File: src/rtl/core/ncdf_pkg.sv
package ncdf_pkg;

  // field widths of the channels
  localparam int ARG_W = 16;
  localparam int CDF_W = 17;
  localparam int FRAC_BITS_OUT_DEF = 16;

  // q30 constants, rounded half up from nine decimal places
  localparam logic [63:0] QDEN = 64'd1000000000;
  localparam logic [63:0] QRND = 64'd500000000;

  localparam logic [29:0] INV_SQRT2 = 30'(((64'd707106781 << 30) + QRND) / QDEN);
  localparam logic [28:0] COEF_P    = 29'(((64'd327591100 << 30) + QRND) / QDEN);
  localparam logic [29:0] LN_TWO    = 30'(((64'd693147181 << 30) + QRND) / QDEN);

  localparam logic [32:0] A1_MAG = 33'(((64'd254829592 << 30) + QRND) / QDEN);
  localparam logic [32:0] A2_MAG = 33'(((64'd284496736 << 30) + QRND) / QDEN);
  localparam logic [32:0] A3_MAG = 33'(((64'd1421413741 << 30) + QRND) / QDEN);
  localparam logic [32:0] A4_MAG = 33'(((64'd1453152027 << 30) + QRND) / QDEN);
  localparam logic [32:0] A5_MAG = 33'(((64'd1061405429 << 30) + QRND) / QDEN);

  localparam logic signed [32:0] COEF_A1 = $signed(A1_MAG);
  localparam logic signed [32:0] COEF_A2 = -$signed(A2_MAG);
  localparam logic signed [32:0] COEF_A3 = $signed(A3_MAG);
  localparam logic signed [32:0] COEF_A4 = -$signed(A4_MAG);
  localparam logic signed [32:0] COEF_A5 = $signed(A5_MAG);

  // fixed point helpers
  localparam logic [31:0] QONE     = 32'd1 << 30;
  localparam logic [30:0] QONE31   = 31'd1 << 30;
  localparam logic [63:0] QHALF64  = 64'd1 << 29;
  localparam logic [31:0] REM_INIT = 32'd1 << 29;

  // exponential series shape
  localparam int KSTEPS   = 7;
  localparam int TERMS    = 13;
  localparam int RCP_W    = 31;
  localparam int EXP_KMAX = 40;

  // one item as it travels down the pipeline
  typedef struct packed {
    logic               neg;
    logic [15:0]        mag;
    logic [45:0]        zp;
    logic [32:0]        z;
    logic [61:0]        pz;
    logic [61:0]        sq;
    logic [31:0]        den;
    logic [31:0]        rem;
    logic [30:0]        nlo;
    logic [30:0]        t;
    logic [35:0]        w;
    logic [6:0]         k;
    logic               hneg;
    logic [62:0]        prod;
    logic signed [32:0] h;
    logic [62:0]        q;
    logic signed [32:0] sum;
    logic [31:0]        sc;
    logic [30:0]        e;
    logic [31:0]        r31;
    logic [16:0]        cdf;
  } item_t;

  // coefficient added after each horner multiply, zero after the last one
  function automatic logic signed [32:0] coef_add(input int j);
    logic signed [32:0] c;
    case (j)
      0: c = COEF_A4;
      1: c = COEF_A3;
      2: c = COEF_A2;
      3: c = COEF_A1;
      default: c = '0;
    endcase
    return c;
  endfunction

endpackage

File: src/rtl/core/ncdf_front.sv
module ncdf_front (
  input  logic                              clk,
  input  logic                              rst,
  input  logic                              in_valid,
  output logic                              in_ready,
  input  logic signed [ncdf_pkg::ARG_W-1:0] arg_value,
  output logic                              out_valid,
  input  logic                              out_ready,
  output ncdf_pkg::item_t                   out_item
);
  import ncdf_pkg::*;

  localparam int NST = 5;

  item_t          seed;
  item_t          stg [1:NST];
  logic [NST:1]   vld;
  logic [NST+1:1] take;

  // magnitude and sign of the argument
  always_comb begin
    seed = '0;
    seed.neg = arg_value[ARG_W-1];
    seed.mag = arg_value[ARG_W-1] ? 16'(17'h10000 - {1'b0, arg_value}) : arg_value;
  end

  assign take[NST+1] = out_ready;
  assign in_ready    = take[1];
  assign out_valid   = vld[NST];
  assign out_item    = stg[NST];

  for (genvar i = 1; i <= NST; i++) begin : g_st
    item_t p;
    item_t d;
    item_t s_q;
    logic  vin;
    logic  v_q;

    if (i == 1) begin : g_head
      assign p   = seed;
      assign vin = in_valid;
    end else begin : g_body
      assign p   = stg[i-1];
      assign vin = vld[i-1];
    end

    assign take[i] = !v_q || take[i+1];
    assign vld[i]  = v_q;
    assign stg[i]  = s_q;

    always_ff @(posedge clk) begin
      if (rst) begin
        v_q <= 1'b0;
      end else if (take[i]) begin
        v_q <= vin;
      end
    end

    always_ff @(posedge clk) begin
      if (take[i] && vin) begin
        s_q <= d;
      end
    end

    if (i == 1) begin : g_scale
      // |x| times 1/sqrt(2)
      always_comb begin
        d = p;
        d.zp = 46'(p.mag) * 46'(INV_SQRT2);
      end
    end else if (i == 2) begin : g_z
      logic [46:0] zs;
      assign zs = {1'b0, p.zp} + 47'd2048;
      always_comb begin
        d = p;
        d.z = zs[44:12];
      end
    end else if (i == 3) begin : g_pz
      // p times z for the denominator
      always_comb begin
        d = p;
        d.pz = 62'(p.z) * 62'(COEF_P);
      end
    end else if (i == 4) begin : g_den
      logic [62:0] ps;
      assign ps = {1'b0, p.pz} + (63'd1 << 29);
      // denominator and z squared from the q28 copy of z
      always_comb begin
        d = p;
        d.den = QONE + ps[61:30];
        d.sq  = 62'(p.z[32:2]) * 62'(p.z[32:2]);
      end
    end else begin : g_w
      logic [62:0] ss;
      assign ss = {1'b0, p.sq} + (63'd1 << 25);
      // exponent argument and divider start values
      always_comb begin
        d = p;
        d.w   = ss[61:26];
        d.rem = REM_INIT;
        d.nlo = p.den[31:1];
        d.t   = '0;
        d.k   = '0;
      end
    end
  end

endmodule

File: config.mk
export PLATFORM = sky130hd
export DESIGN_NAME = ncdf_front
export DESIGN_NICKNAME = d
export VERILOG_FILES = /design/src/rtl/core/ncdf_pkg.sv /design/src/rtl/core/ncdf_front.sv
export SDC_FILE = /design/constraint.sdc
export NUM_CORES = 2
export LEC_CHECK = 0
export BUFFER_PORTS_ARGS = -buffer_cell sky130_fd_sc_hd__buf_4
export CAP_MARGIN = 5
export CORE_MARGIN = 4
export CORE_UTILIZATION = 30
export CTS_BUF_LIST = sky130_fd_sc_hd__clkbuf_4
export DETAILED_ROUTE_END_ITERATION = 10
export GPL_TIMING_DRIVEN = 0
export PLACE_DENSITY = 0.59
export RECOVER_POWER = 100
export SLEW_MARGIN = 5
export SYNTH_ARGS = -nofsm -noshare
export SYNTH_HDL_FRONTEND = slang
export SYNTH_SLANG_ARGS = --single-unit
File: constraint.sdc
create_clock -name clk -period 15.6 [get_ports clk]
set_input_delay 3.12 -clock clk [delete_from_list [all_inputs] [get_ports clk]]
set_output_delay 3.12 -clock clk [all_outputs]
set_load 0.05 [all_outputs]
==> reports/metrics.cfg <==
[clocking]
cts_max_level=4
cts_tree=built
ctsResizeCount=0
cts_made_buffers=219
post-cts-setup-buffer-count=0
cts_buffer_depth=4
clock_latency_ns=1.26
cts.sinks=839
hold_buffers=0
clock-root-buffer=clkbuf_4
clk_pin_slew_worst_paths_ns=0.07

[place]
gp_congestion=0.972
hpwl_mm=185
port_buffers=339
placed_area_sq_mm=0.0902
placedCellCount=11200

[cells_and_area]
stdcell_count=11600
final_util=0.339
nNetsFinal=9966
finalInstanceArea_sq_mm=0.0911
syn_to_final_growth_pct=12.3
drive_above_1_share=0.0986

[timing]
slew_headroom=-0.583
clock_skew_ns=0.200
rsz0062_at_grt=no
finalHoldViolations=0
worstMarginPinSlew_ns=2.37
slew_violations=547
fin_crit_sh=0.768
period_minus_slack_ns=11.99
fin_hold_ws_ns=0.360
setup_viol=0
fmax_ghz=0.0834

[die]
num_io_pins=716
design.core.area_sq_mm=0.268
rows=190
die_area_sq_mm=0.279
die_y_microns=528
die_w_microns=528
start_util=0.302

[synthesis]
ys_seq_area_frac=0.310
syn-cell-area_sq_mm=0.0811
synth_flop_cell=edfxtp_1
yosys.area.top_type=edfxtp_1
yosys_warnings=0
ys_ff_latch=839
synth_top_area_share=0.309
synth_area_per_cell_sq_um=11.8
ys_async_sr_fraction=0
ys_types=67
syn_inst=6881
synthTopCellsByArea=edfxtp_1 31%, fa_1 30%, ha_1 13%
synth_edf_count=834

[global_routing]
grt_max_degree=42
grt_pass1_wl_mm=343
grt_pass1_vias=55500
grt_use_total=0.163
antenna_found_initial=30
grt.overflow.total=0

[route]
dr.pass1.iters=6
drt-initial-drc-count=3243
vias=50700
ant_nets=0
wl_per_cell_microns=19.6
drc=0
routed_wl_mm=227
vias_per_cell=4.39

[setup_path]
path_class=primary input to flip-flop
crit_required_ns=16.57
worst_setup_path_start_kind=primary input
slowest_delay_ns=0.95
path_max_fanout=15
endpoint_kind=flip-flop
worstPathArrival_ns=12.96
cp_slowest_cell=clkbuf_1

[status]
outcome=complete, but fails checks
violations=capacitance limit, slew limit

[job]
maxCapViolCount=23

[min_path]
hold_path_class=flip-flop to flip-flop

[path summary, 6_finish.rpt]
kind,cells after the start,from,slack (ns),endpoint
worst max-delay path,29,arg_value[0],3.61,g_st[1].s_q[670]
worst min register to register,0,g_st[3].s_q[564],0.36,g_st[4].s_q[564]
worst max register to register,25,g_st[3].s_q[612],5.22,g_st[4].s_q[529]
worst min-delay path,0,g_st[3].s_q[564],0.36,g_st[4].s_q[564]
[cells in the final DEF (no fill, tap or decap), types with 29 or more instances in the layout]
cell type and count:
nand3_1 64, a21oi_1 181, nand4_1 52, and2_1 191
a21o_1 113, inv_1 1554, fa_1 1229, xor2_1 102
xnor2_1 189, nand2_1 392, nor2_1 125, ha_1 867
buf_4 430, clkbuf_4 306, o21bai_1 33, edfxtp_1 834
clkbuf_1 491, o21ai_0 77, clkinv_1 47, and3_1 41
nor2b_1 29, conb_1 376
[registers in the layout (all words and copies together), names as in the netlist]
| register | cells |
|---|---|
| out_item | 281 |
| g_st.v_q | 4 |
| out_valid | 1 |
| g_st.s_q | 553 |
[stage by stage]
stage	setup TNS [ns]	worst slack (ns)
finish	0	3.61
global route	0	3.11
CTS	0	4.74
detailed placement	0	3.35
global placement	-2777.35	-8.25
floorplan	0	0.174
[layer usage]
metal / global-route usage / wire length [microns] / up-vias
met3: 0.0317 / 16200 / 381
met5: 0 / 13 / -
met1: 0.210 / 93100 / 25400
li1: - / - / 23200
met4: 0.0620 / 9130 / 2
met2: 0.271 / 109000 / 1806
[worst max-delay path: cells and delay by family]
| kind | cells | cell delay (ns) |
|---|---|---|
| compound gates | 9 | 2.42 |
| xor+xnor | 2 | 1.05 |
| buf+inv | 8 | 2.28 |
| fa+ha+maj | 8 | 3.91 |
| simple gates | 2 | 0.17 |
[cells in the mapped netlist, drive strengths merged (64+ instances only)]
cell type  instances
clkbuf           138
inv             1554
nand3             64
ha               867
a21o             113
nand2            392
a21oi            181
edfxtp           834
and2             201
buf              415
o21ai             77
xor2             102
nor2             125
fa              1229
xnor2            190
[layout make-up]
cell class,count,area (sq um)
Fill cell,27000,177000
Sequential cell,839,25100
Multi-Input combinational cell,4308,47900
Tap cell,3552,4440
Inverter,1555,5840
Clock buffer,305,2290
Timing Repair Buffer,374,1500
Antenna cell,10,25.0
Clock inverter,69,332
Buffer,553,3630
[cells by family after synthesis]
group                      count (synthesis)  synth area share
buffers and inverters                   2108             0.117
adders and majority gates               2096             0.437
and+or+nand+nor                          981            0.0589
AOI/OAI and AO/OA                        558            0.0447
muxes                                      5          0.000648
other                                      2         0.0000926
xor gates and xnor gates                 292            0.0315
DFF                                      839             0.310
Power is left out: the tool's default activity adds up to more than one toggle a clock period on the data nets, which glitch-free logic cannot reach.
