<file path="src/rtl/core/ncdf_pkg.sv">
package ncdf_pkg;

  // field widths of the channels
  localparam int ARG_W = 16;
  localparam int CDF_W = 17;
  localparam int FRAC_BITS_OUT_DEF = 16;

  // q30 constants, rounded half up from nine decimal places
  localparam logic [63:0] QDEN = 64'd1000000000;
  localparam logic [63:0] QRND = 64'd500000000;

  localparam logic [29:0] INV_SQRT2 = 30'(((64'd707106781 << 30) + QRND) / QDEN);
  localparam logic [28:0] COEF_P    = 29'(((64'd327591100 << 30) + QRND) / QDEN);
  localparam logic [29:0] LN_TWO    = 30'(((64'd693147181 << 30) + QRND) / QDEN);

  localparam logic [32:0] A1_MAG = 33'(((64'd254829592 << 30) + QRND) / QDEN);
  localparam logic [32:0] A2_MAG = 33'(((64'd284496736 << 30) + QRND) / QDEN);
  localparam logic [32:0] A3_MAG = 33'(((64'd1421413741 << 30) + QRND) / QDEN);
  localparam logic [32:0] A4_MAG = 33'(((64'd1453152027 << 30) + QRND) / QDEN);
  localparam logic [32:0] A5_MAG = 33'(((64'd1061405429 << 30) + QRND) / QDEN);

  localparam logic signed [32:0] COEF_A1 = $signed(A1_MAG);
  localparam logic signed [32:0] COEF_A2 = -$signed(A2_MAG);
  localparam logic signed [32:0] COEF_A3 = $signed(A3_MAG);
  localparam logic signed [32:0] COEF_A4 = -$signed(A4_MAG);
  localparam logic signed [32:0] COEF_A5 = $signed(A5_MAG);

  // fixed point helpers
  localparam logic [31:0] QONE     = 32'd1 << 30;
  localparam logic [30:0] QONE31   = 31'd1 << 30;
  localparam logic [63:0] QHALF64  = 64'd1 << 29;
  localparam logic [31:0] REM_INIT = 32'd1 << 29;

  // exponential series shape
  localparam int KSTEPS   = 7;
  localparam int TERMS    = 13;
  localparam int RCP_W    = 31;
  localparam int EXP_KMAX = 40;

  // one item as it travels down the pipeline
  typedef struct packed {
    logic               neg;
    logic [15:0]        mag;
    logic [45:0]        zp;
    logic [32:0]        z;
    logic [61:0]        pz;
    logic [61:0]        sq;
    logic [31:0]        den;
    logic [31:0]        rem;
    logic [30:0]        nlo;
    logic [30:0]        t;
    logic [35:0]        w;
    logic [6:0]         k;
    logic               hneg;
    logic [62:0]        prod;
    logic signed [32:0] h;
    logic [62:0]        q;
    logic signed [32:0] sum;
    logic [31:0]        sc;
    logic [30:0]        e;
    logic [31:0]        r31;
    logic [16:0]        cdf;
  } item_t;

  // coefficient added after each horner multiply, zero after the last one
  function automatic logic signed [32:0] coef_add(input int j);
    logic signed [32:0] c;
    case (j)
      0: c = COEF_A4;
      1: c = COEF_A3;
      2: c = COEF_A2;
      3: c = COEF_A1;
      default: c = '0;
    endcase
    return c;
  endfunction

endpackage

</file>
<file path="src/rtl/core/ncdf_out.sv">
module ncdf_out #(
  parameter int FRAC_BITS_OUT = ncdf_pkg::FRAC_BITS_OUT_DEF
) (
  input  logic            clk,
  input  logic            rst,
  input  logic            in_valid,
  output logic            in_ready,
  input  ncdf_pkg::item_t in_item,
  output logic            out_valid,
  input  logic            out_ready,
  output ncdf_pkg::item_t out_item
);
  import ncdf_pkg::*;

  localparam int NST = 3;
  localparam int RW  = (33 + FRAC_BITS_OUT > 48) ? 33 + FRAC_BITS_OUT : 48;

  item_t          stg [1:NST];
  logic [NST:1]   vld;
  logic [NST+1:1] take;

  assign take[NST+1] = out_ready;
  assign in_ready    = take[1];
  assign out_valid   = vld[NST];
  assign out_item    = stg[NST];

  for (genvar i = 1; i <= NST; i++) begin : g_st
    item_t p;
    item_t d;
    item_t s_q;
    logic  vin;
    logic  v_q;

    if (i == 1) begin : g_head
      assign p   = in_item;
      assign vin = in_valid;
    end else begin : g_body
      assign p   = stg[i-1];
      assign vin = vld[i-1];
    end

    assign take[i] = !v_q || take[i+1];
    assign vld[i]  = v_q;
    assign stg[i]  = s_q;

    always_ff @(posedge clk) begin
      if (rst) begin
        v_q <= 1'b0;
      end else if (take[i]) begin
        v_q <= vin;
      end
    end

    always_ff @(posedge clk) begin
      if (take[i] && vin) begin
        s_q <= d;
      end
    end

    if (i == 1) begin : g_mul
      logic [31:0] pm;
      // poly times exp(-z*z), sign-magnitude
      assign pm = p.h[32] ? 32'(-p.h) : 32'(p.h);
      always_comb begin
        d = p;
        d.hneg = p.h[32];
        d.prod = 63'(pm) * 63'(p.e);
      end
    end else if (i == 2) begin : g_mirror
      logic [63:0]        rs;
      logic [32:0]        m;
      logic signed [35:0] sm;
      logic signed [35:0] y;
      logic signed [36:0] rr;
      // y = 1 - product, then 1 +/- y in q30 with clamp to 0..2
      assign rs = 64'(p.prod) + QHALF64;
      assign m  = rs[62:30];
      assign sm = p.hneg ? -$signed({3'b0, m}) : $signed({3'b0, m});
      assign y  = 36'sd1073741824 - sm;
      assign rr = p.neg ? (37'sd1073741824 - 37'(y)) : (37'sd1073741824 + 37'(y));
      always_comb begin
        d = p;
        if (rr < 0) begin
          d.r31 = '0;
        end else if (rr > 37'sd2147483648) begin
          d.r31 = 32'h8000_0000;
        end else begin
          d.r31 = rr[31:0];
        end
      end
    end else begin : g_round
      logic [RW-1:0] acc;
      // round half up to the output fraction, keep the field width
      assign acc = (RW'(p.r31) << FRAC_BITS_OUT) + (RW'(1) << 30);
      always_comb begin
        d = p;
        d.cdf = acc[31 +: CDF_W];
      end
    end
  end

endmodule

</file>
<file path="config.mk">
export PLATFORM = sky130hd
export DESIGN_NAME = ncdf_out
export DESIGN_NICKNAME = d
export VERILOG_FILES = /design/src/rtl/core/ncdf_pkg.sv /design/src/rtl/core/ncdf_out.sv
export SDC_FILE = /design/constraint.sdc
export NUM_CORES = 2
export LEC_CHECK = 0
export BUFFER_PORTS_ARGS = -buffer_cell sky130_fd_sc_hd__buf_2
export CORE_AREA = 10 10 540 542
export CTS_CLUSTER_DIAMETER = 60
export DETAILED_ROUTE_END_ITERATION = 7
export DIE_AREA = 0 0 550 552
export GPL_TIMING_DRIVEN = 0
export MAX_ROUTING_LAYER = met4
export PLACE_DENSITY_LB_ADDON = 0.3
export SYNTH_ARGS = -nofsm -noshare
export SYNTH_HDL_FRONTEND = slang
export SYNTH_SLANG_ARGS = --single-unit
</file>
<file path="constraint.sdc">
create_clock -name clk -period 129.5 [get_ports clk]
set_input_delay 12.95 -clock clk [delete_from_list [all_inputs] [get_ports clk]]
set_output_delay 12.95 -clock clk [all_outputs]
set_load 0.02 [all_outputs]
</file>
==> summary.md <==
| Metric | Value |
|---|---|
| Status | finished, final reports clean |
| Crit Path Class | input port to primary output |
| #FFs+latches synth | 2016 |
| CP max-delay cell | nor2b_1 |
| Post-synthesis mux area share | 0.00120 |
| Tmin final | 27.11 ns |
| Initial antenna violation count | roughly 170 |
| Hold_ws | 0.362 ns |
| Metal-1 WL | 135000 um |
| Pin count of the biggest net entering global routing | 35 |
| Largest family of logic cells by synthesized area | adder cells |
| Top routing layer used | met4 |
| Via density | 4.88 |
| Initial Utilization | 0.349 |
| Htree depth | 4 |
| Non-Filler Instances | 12.0k |
| Synthesized cell area | 98000 um2 |
| First-pass GRT wire length | 489000 um |
| Cells along the critical path | buf_2, nor2b_1, nand3_1, buf_2 |
| Die Area | 304000 um2 |
| P&R area growth vs syn | 20.9% |
| Maximum capacitance violations | 0 |
| Clk_lat worst skew | 0.88 ns |
| PortBufs | around 1.3k |
| Hold buffers post-CTS | 0 |
| Buf/Inv on CP | 2 |
| Nets | a little under 10k |
| DRT iter0 DRCs | 5478 |
| Hold Path Class | register to register |
| XOR/XNOR Fraction of Synth Area | 0.0209 |
| Sequential area share after synthesis | 0.618 |
| Clock Skew | 0.0918 ns |
| Metal2 WL | between 150000 and 200000 um |
| CP Max Fanout | 6 |
| Area leader, netlist | edfxtp_1 |
| EDFF count, synth | 2013 |
| Core Box Area | 281000 um2 |
| Clock Tree Buf Depth | 4 |
| Distinct cells, synth | ~100 |
| Synth warn | 0 |
| Peak Freq | 0.0369 GHz |
| Setup_tns | 0 ns |
| Placed insts | between 10k and 15k |
| Max-slew violation count | 0 |
| Max transition margin | 0.0148 |
| Period utilization | 0.209 |
| RSZ-0062 raised after global routing | false |
| # DRC | 0 |
| Slew @ Worst Pin | about 1.5 ns |
| Worst Path Required | 116.55 ns |
| Postcts setup bufs | 0 |
| CTS buffer count | 220 |
| Share of post-route cells with drive strength above 1 | 0.215 |
| FP Rows | 195 |
| Overall Global Routing Usage | 0.237 |
| Async SR Flop Fraction | 0 |
| Setup slack, reg-to-reg | 121.80 ns |
| Antenna Nets Post-Route | 0 |
| Syn_area_per_cell | approximately 15 um2 |
| Routability cong. | 0.943 |
| Crit path launch type | input port |
| CP arrival | 14.16 ns |
| Die Wd | between 500 and 600 um |
| Crit path largest cell delay | 0.58 ns |
| Post-Synthesis Cells | 6382 |
| Top cells by area, synth | edfxtp_1, fa_1, and2_1 |
| Final setup vio count | 0 |
| Worst setup EP type | primary output |
| Number of global-route vias before repair | 59.9k |
| Pre-CTS WS | 102.37 ns |
| Clock Tree Root | clkbuf_16 |
| DR vias | 58.8k |
| Share of the synthesized area in the top cell type | 0.617 |
| Top FF cell, synth | edfxtp_1 |
| Drt wl/cell | 29.9 um |
| Sink Count | between 2k and 2.5k |
| IO Count | 1394 |
| Grt ovf | 0 |
| Adder-cell share of the synthesized area | 0.211 |
| TritonCTS clock tree | yes |
| DPL Wire Length | between 200000 and 300000 um |
| Clock transition at the registers of the reported paths | 0.06 ns |
| Worst path top cell family by delay | simple AND/OR/NAND/NOR gates |
| PnR worst setup slack | 102.39 ns |
| Mapped Nets | 8211 |
| Die height | 552 um |
| Met3 WL post-DR | between 20000 and 30000 um |
| DRT Pass-1 Iters | 6 |
| Simple-gate portion of the synthesized area | 0.0812 |
| Synth Area in Compound Gates | 0.0252 |
| WL final | 360000 um |
| Final hold viol count | 0 |
| Post-cts resize count | 0 |
| Most common cell on crit path | buf_2 |
-- final cells by class --
| class | instances | area (um2) |
|---|---|---|
| Fill cell | 25800 | 162000 |
| Sequential cell | 2016 | 60500 |
| Multi-Input combinational cell | 3258 | 33300 |
| Timing Repair Buffer | 1369 | 8340 |
| Clock buffer | 263 | 5710 |
| Tap cell | 3743 | 4680 |
| Inverter | 865 | 3250 |
| Clock inverter | 134 | 1330 |
| Buffer | 243 | 995 |
| Antenna cell | 145 | 363 |
-- through the flow --
step           instance area (um2)  utilization
6_report                    118000        0.422
5_1_grt                     118000        0.421
4_1_cts                     118000        0.420
3_5_place_dp                111000        0.395
3_3_place_gp                109000        0.388
2_1_floorplan                98000            -
-- routing by layer --
layer / GRT usage / vias to the layer above
met4: 0.0955 / 0
met1: 0.275 / 30800
met5: - / -
met3: 0.0569 / 515
li1: - / 25000
met2: 0.396 / 2502
-- sequential cells by signal, indices dropped and copies added, names as in the netlist --
name and flops:
g_st.s_q 1320, out_item 693, g_st.v_q 2, out_valid 1
-- synthesized netlist by cell type (13+ instances only) --
cell and instances:
a31oi_1 18, nor2_1 116, ha_1 265, xnor2_1 171, nand4_1 29, xor2_1 58, o21ai_0 66, a21oi_1 60
and3_1 25, and2_1 532, inv_1 864, o21a_1 16, nor2b_1 16, nor4_1 28, o31ai_1 19, nand3_1 75
o21bai_1 13, clkbuf_1 216, a21o_1 33, fa_1 866, edfxtp_1 2013, o31a_1 13, nor3_1 39, nand2_1 569
or3_1 20, nand2b_1 18, buf_2 17
-- logic make-up (layout without fill, tap and decap cells) --
group / count (synthesis) / count (layout)
DFF: 2016 / 2016
and+or+nand+nor: 1538 / 1538
adders and majority gates: 1131 / 1131
buffers and inverters: 1108 / 2874
AOI/OAI and AO/OA: 348 / 348
xor gates and xnor gates: 231 / 231
muxes: 10 / 10
other: 0 / 145
-- cells in the final DEF, fill, tap and decap left out, types with 58 or more instances in the layout --
cell       Yosys  routed
a21oi_1       60      60
fa_1         866     866
inv_1        864     864
xnor2_1      171     171
nand2_1      569     569
buf_12         0      66
edfxtp_1    2013    2013
clkbuf_1     216     256
o21ai_0       66      66
ha_1         265     265
nand3_1       75      75
nor2_1       116     116
clkbuf_16      0     222
diode_2        0     145
buf_2         17    1297
and2_1       532     532
xor2_1        58      58
-- final timing paths --
kind | start | to | cells past startpoint
max | out_ready | in_ready | 4
min reg2reg | g_st[2].s_q[102] | out_item[102] | 0
max reg2reg | g_st[1].s_q[271] | g_st[2].s_q[38] | 23
min | g_st[2].s_q[102] | out_item[102] | 0
Power is not shown: default switching activity piles up to over one toggle a cycle in this logic, so the estimate is an artifact.
